File: src/rtl/dcr_pkg.sv
`timescale 1ns / 1ps
package dcr_pkg;

    localparam int IN_TDATA_W  = 296;
    localparam int OUT_TDATA_W = 200;
    localparam int COORD_W     = 32;
    localparam int MASS_W      = 32;
    localparam int REST_W      = 31;
    localparam int STIFF_W     = 17;
    localparam logic [STIFF_W-1:0] STIFF_RESET = 17'h10000;

    // squared separation and its root
    localparam int SUM_W    = 66;
    localparam int SQ_RAD_W = 68;
    localparam int LEN_W    = 34;
    localparam int SQ_STEPS = 34;
    localparam int SQ_REM_W = 37;

    localparam int DIV_DW      = 34;
    localparam int TAIL_STAGES = 13;

    typedef struct packed {
        logic [2:0][COORD_W-1:0] p1;
        logic [2:0][COORD_W-1:0] p2;
        logic                    mov1;
        logic                    mov2;
        logic                    degen;
    } t_link;

    typedef struct packed {
        t_link              lk;
        logic [REST_W-1:0]  rest;
        logic [MASS_W:0]    tot;
        logic [MASS_W-1:0]  m2;
    } t_sqside;

    typedef struct packed {
        t_link lk;
        logic  neg;
        logic  totz;
    } t_dvside;

endpackage

File: src/rtl/dcr_sqrt.sv
`timescale 1ns / 1ps
module dcr_sqrt (
    input  logic                        i_clk,
    input  logic                        i_en,
    input  logic [dcr_pkg::SUM_W-1:0]   i_rad,
    output logic [dcr_pkg::LEN_W-1:0]   o_root
);
    import dcr_pkg::*;

    logic [SQ_REM_W-1:0] r_rem  [SQ_STEPS];
    logic [LEN_W-1:0]    r_root [SQ_STEPS];
    logic [SQ_RAD_W-1:0] r_rad  [SQ_STEPS];

    for (genvar i = 0; i < SQ_STEPS; i++) begin : g_step
        logic [SQ_REM_W-1:0] rem_in;
        logic [LEN_W-1:0]    root_in;
        logic [SQ_RAD_W-1:0] rad_in;
        logic [SQ_REM_W-1:0] sh;
        logic [SQ_REM_W-1:0] trial;
        logic                ge;

        if (i == 0) begin : g_first
            assign rem_in  = '0;
            assign root_in = '0;
            assign rad_in  = {{(SQ_RAD_W-SUM_W){1'b0}}, i_rad};
        end else begin : g_next
            assign rem_in  = r_rem[i-1];
            assign root_in = r_root[i-1];
            assign rad_in  = r_rad[i-1];
        end

        assign sh    = {rem_in[SQ_REM_W-3:0], rad_in[SQ_RAD_W-1 -: 2]};
        assign trial = {{(SQ_REM_W-LEN_W-2){1'b0}}, root_in, 2'b01};
        assign ge    = (sh >= trial);

        always_ff @(posedge i_clk) begin
            if (i_en) begin
                r_rem[i]  <= ge ? (sh - trial) : sh;
                r_root[i] <= {root_in[LEN_W-2:0], ge};
                r_rad[i]  <= {rad_in[SQ_RAD_W-3:0], 2'b00};
            end
        end
    end

    assign o_root = r_root[SQ_STEPS-1];

endmodule

File: config.mk
export PLATFORM = sky130hd
export DESIGN_NAME = dcr_sqrt
export DESIGN_NICKNAME = d
export VERILOG_FILES = /design/src/rtl/dcr_pkg.sv /design/src/rtl/dcr_sqrt.sv
export SDC_FILE = /design/constraint.sdc
export NUM_CORES = 2
export LEC_CHECK = 0
export BUFFER_PORTS_ARGS = -buffer_cell sky130_fd_sc_hd__buf_2
export CORE_ASPECT_RATIO = 1.2
export CORE_MARGIN = 2
export CORE_UTILIZATION = 60
export CTS_CLUSTER_DIAMETER = 50
export DETAILED_ROUTE_END_ITERATION = 8
export PLACE_DENSITY = 0.84
export SLEW_MARGIN = 20
export SYNTH_ARGS = -nofsm -noshare
export SYNTH_HDL_FRONTEND = slang
export SYNTH_MEMORY_MAX_BITS = 65536
export SYNTH_SLANG_ARGS = --single-unit
File: constraint.sdc
create_clock -name i_clk -period 5.2 [get_ports i_clk]
set_clock_uncertainty 0.1 [all_clocks]
set_input_delay 1.04 -clock i_clk [delete_from_list [all_inputs] [get_ports i_clk]]
set_output_delay 1.04 -clock i_clk [all_outputs]
set_load 0.01 [all_outputs]
# == Yosys cells after proc, flatten, opt, wreduce, memory -nomap -nowiden ==
# Memory sizes are Yosys's and may differ from the RTL's.
# Cells that the tools add are included.
# classes
magnitude_cmp,33
n_mux,35
n_reduce_logical,0
div_mod_pow,0
n_eq_ne,0
addsub,33
n_mul,0
bitwise,0
shift,0
# op_table
cell,count
>= comparator 37 x 36 -> 1 bit,33
two-way mux 37 bit,33
subtractor 37 x 36 -> 37 bit,33
two-way mux 1 bit,2
# totals
latchBits,0
romBits,0
input_bits,68
regBits,0
ram_bits,4658
n_memories,3
# memory_table
name,depth,width,rd,rd_clocked_by_memory_dff,write_ports,line_no,source
r_rad,34,66,33,0,34,dcr_sqrt.sv:12,logic [SQ_RAD_W-1:0] r_rad [SQ_STEPS];
r_rem,34,37,33,0,34,dcr_sqrt.sv:10,logic [SQ_REM_W-1:0] r_rem [SQ_STEPS];
r_root,34,34,34,0,34,dcr_sqrt.sv:11,logic [LEN_W-1:0] r_root [SQ_STEPS];

# == Longest topological paths before layout ==
# An unclocked memory read counts as a cell.
# logic_depth
depth_word,3
mapped_depth,16
ltp_nobuf,13

# == Least setup slack after synthesis ==
# OpenSTA, ideal clock, no wires.
# synth_path
path_type,reg2reg
start,memory r_rem[30][6]
end,"memory r_rem[31][13], data pin"
n_path_buf,4
stages_incl_launch_ff,16
arrival_time_ns,3.354
slack_ns,1.476
t_required_ns,4.830
setup_ns,0.270
cell_sequence,edfxtp_1 ha_1 clkbuf_1 a21oi_1 o21ai_0 a2111oi_1 o41ai_1 a21oi_1 o21ai_1 a311o_1 or2_2 clkbuf_1 buf_2 clkbuf_1 nor2_1 a21oi_1
# synth_rtl
element,line_no
start: declaration,dcr_sqrt.sv:10

==> metrics.cfg <==
[outcome]
status=finished clean

[timing]
finalHoldViolCount=0
final.setup.tns_ps=0
whs_ps=149
max_freq_mhz=226
rsz0062_at_grt=false
period_share_pct=85.1
worst_slack_ps=777
setup_viol=0
fin_crit_ps=4420
worst_pin_slew_ps=1060
maxSlewHeadroom_pct=29.2
maxSlewViolCount=0

[cells_and_area]
ff_latch_area_mm2=0.0826
synthToLayoutAreaGrowth_pct=10.7
fillCellCount=14507
drive_gt1_share_pct=7.78
fin_cells=13041
final_nets=10716
multi_input_area_mm2=0.0409

[synthesis]
ys_seq_elements=2750
synth_area_leaders=edfxtp_1, ha_1, xor2_1, xnor2_1, a21oi_1
yosysTopAreaCellShare_pct=65.1
synth.most_common_cell=edfxtp_1
synth_top_cell_by_area=edfxtp_1
netlist_instances=9735
ys_seq_area_share_pct=65.1
ys_types=93
netlist_area_mm2=0.127
yosys_most_used_dff=edfxtp_1
avgSynthCellArea_um2=13.0
synthTopCellsByCount=edfxtp_1, inv_1, nand2_1, nor2_1, a21oi_1
synth_edf_count=2750
async_flop_share_pct=0
yosys_warnings=0

[floorplan]
ios=102
fp.dieH_um=508
initial_core_util_pct=60.5
chipWidth_um=424
fp.dieArea_mm2=0.215
num_rows=184
fp.coreArea_mm2=0.210

[clock_network]
hold_buffers=0
clockBufferDepth=4
cts.repair.resized=0
clk_latency_ps=970
htreeDepth=5
clkTransAtPathRegs_ps=60
cts_root_buffer=clkbuf_16
cts_tree=done
cts_setup_buffers=0
clock-sinks=2750
cts_buffers=295

[placed_design]
pre_cts_slack_ps=896
dp.cells=12545
dp_hpwl_um=196000
gp_congestion=0.925
io_buffers=100

[power_and_ir_drop]
p_total_mw=62.2
cellInternalPower_mw=44.6
ir_worst_vdd_mv=0.379
total_leakage_power_nw=53.9
combPwrFrac_pct=19.9
power_frac_clock_pct=32.1
seq_power_share_pct=48.0
power_density_mw_per_mm2=443
switching_share_pct=28.3
switching_power_mw=17.6

[grt]
grt_max_degree=123
grtUsageTotal_pct=25.5
antenna_found_initial=5
grt_pass1_wl_um=431000
grt_pass1_vias=77859
grt_overflow=0

[job]
maxCapViolations=0

[worst_setup_path]
worstSetupEndpointType=register
startpoint_type=register
arrival_ps=4980
crit_required_ps=5760
critPathMaxFanout=41
critPathKind=reg2reg

[drt]
drtIter0Drc=6853
wire_per_inst_um=21.2
drt_first_pass_iters=6
route.vias.total=77639
vias_per_cell=5.95
drc_errors=0
antenna_left=0
wl_um=276000

[hold_path]
hold_path_class=in2reg

-- critical path, stage by stage (launching register included) --
cell and delay (ps):
edfxtp_1 420, ha_1 440, nand2_1 140, nor3_1 310
a221oi_1 230, o21ai_0 410, a221o_1 330, nand2_1 110
o211a_2 500, nor4_1 790, nand3_1 190, xnor2_1 170
-- cell families (layout without fill, tap and decap cells) --
| logic type | Yosys count | in the layout | share of synthesized area (%) |
|---|---|---|---|
| flip-flops | 2750 | 2750 | 65.1 |
| AND/OR/NAND/NOR | 2530 | 2530 | 9.82 |
| AO/OA/AOI/OAI | 1930 | 1930 | 9.44 |
| buffers and inverters | 935 | 1447 | 2.79 |
| XOR/XNOR | 907 | 907 | 6.26 |
| adder cells (fa/ha/maj) | 596 | 596 | 5.87 |
| multiplexers | 86 | 86 | 0.759 |
| other | 1 | 5 | 0.00295 |
-- per-stage QoR --
| step | util (%) | cell area [um^2] |
|---|---|---|
| 2_1_floorplan | - | 127000 |
| 3_3_place_gp | 62.6 | 131000 |
| 3_5_place_dp | 62.6 | 131000 |
| 4_1_cts | 66.9 | 141000 |
| 5_1_grt | 66.9 | 141000 |
| 6_report | 66.9 | 141000 |
-- sequential cells by signal, indices dropped and copies added (netlist names) --
| name | flops |
|---|---|
| r_rad | 1122 |
| r_root | 561 |
| r_rem | 1067 |
-- layout make-up --
class	count	area share (%)
clock inverter	151	1.00
multi-input combinational	6051	29.1
sequential	2750	58.8
antenna	3	0.00534
tap	2790	2.48
inverter	741	1.98
timing repair buffer	213	1.20
clock buffer	342	5.45
-- power by group through the flow --
stage / logic [mW] / clock network (mW) / registers (mW)
after floorplan: 8.94 / 0 / 29.3
after global placement: 11.9 / 0 / 30.2
after detailed placement: 12.1 / 0 / 30.3
after global routing: 13.7 / 21.2 / 30.1
final: 12.4 / 20.0 / 29.9
after CTS: 12.3 / 20.4 / 29.9
-- layout by cell type, fill, tap and decap left out, drive strengths merged, types with 66 or more instances in the layout --
cell / synthesis / routed
edfxtp: 2750 / 2750
buf: 22 / 213
o21ai: 503 / 503
xnor2: 430 / 430
clkinv: 0 / 102
or3: 111 / 111
nand4: 101 / 101
nand2: 658 / 658
mux2: 82 / 82
nor2b: 91 / 91
a21oi: 600 / 600
or4: 66 / 66
clkbuf: 172 / 342
xor2: 477 / 477
nand2b: 119 / 119
inv: 741 / 759
a21o: 266 / 266
nand3: 153 / 153
nor4: 130 / 130
o21a: 81 / 81
nor3: 259 / 259
ha: 596 / 596
nor2: 620 / 620
-- routing by layer --
layer / global-route usage, % / wire, um
met1: 29.4 / 104000
met2: 46.4 / 145000
met3: 3.62 / 12400
met4: 12.7 / 14900
met5: 0 / 13
-- final timing paths --
kind	startpoint	to	slack [ps]	cells after the start
min	i_rad[60]	r_rad[0][60]	150	1
max	r_rem[18][5]	r_rem[19][31]	780	11
max reg2reg	r_rem[18][5]	r_rem[19][31]	780	11
min reg2reg	r_rad[3][51]	r_rad[4][53]	300	0
No activity file was read; power rests on OpenSTA's default activity.
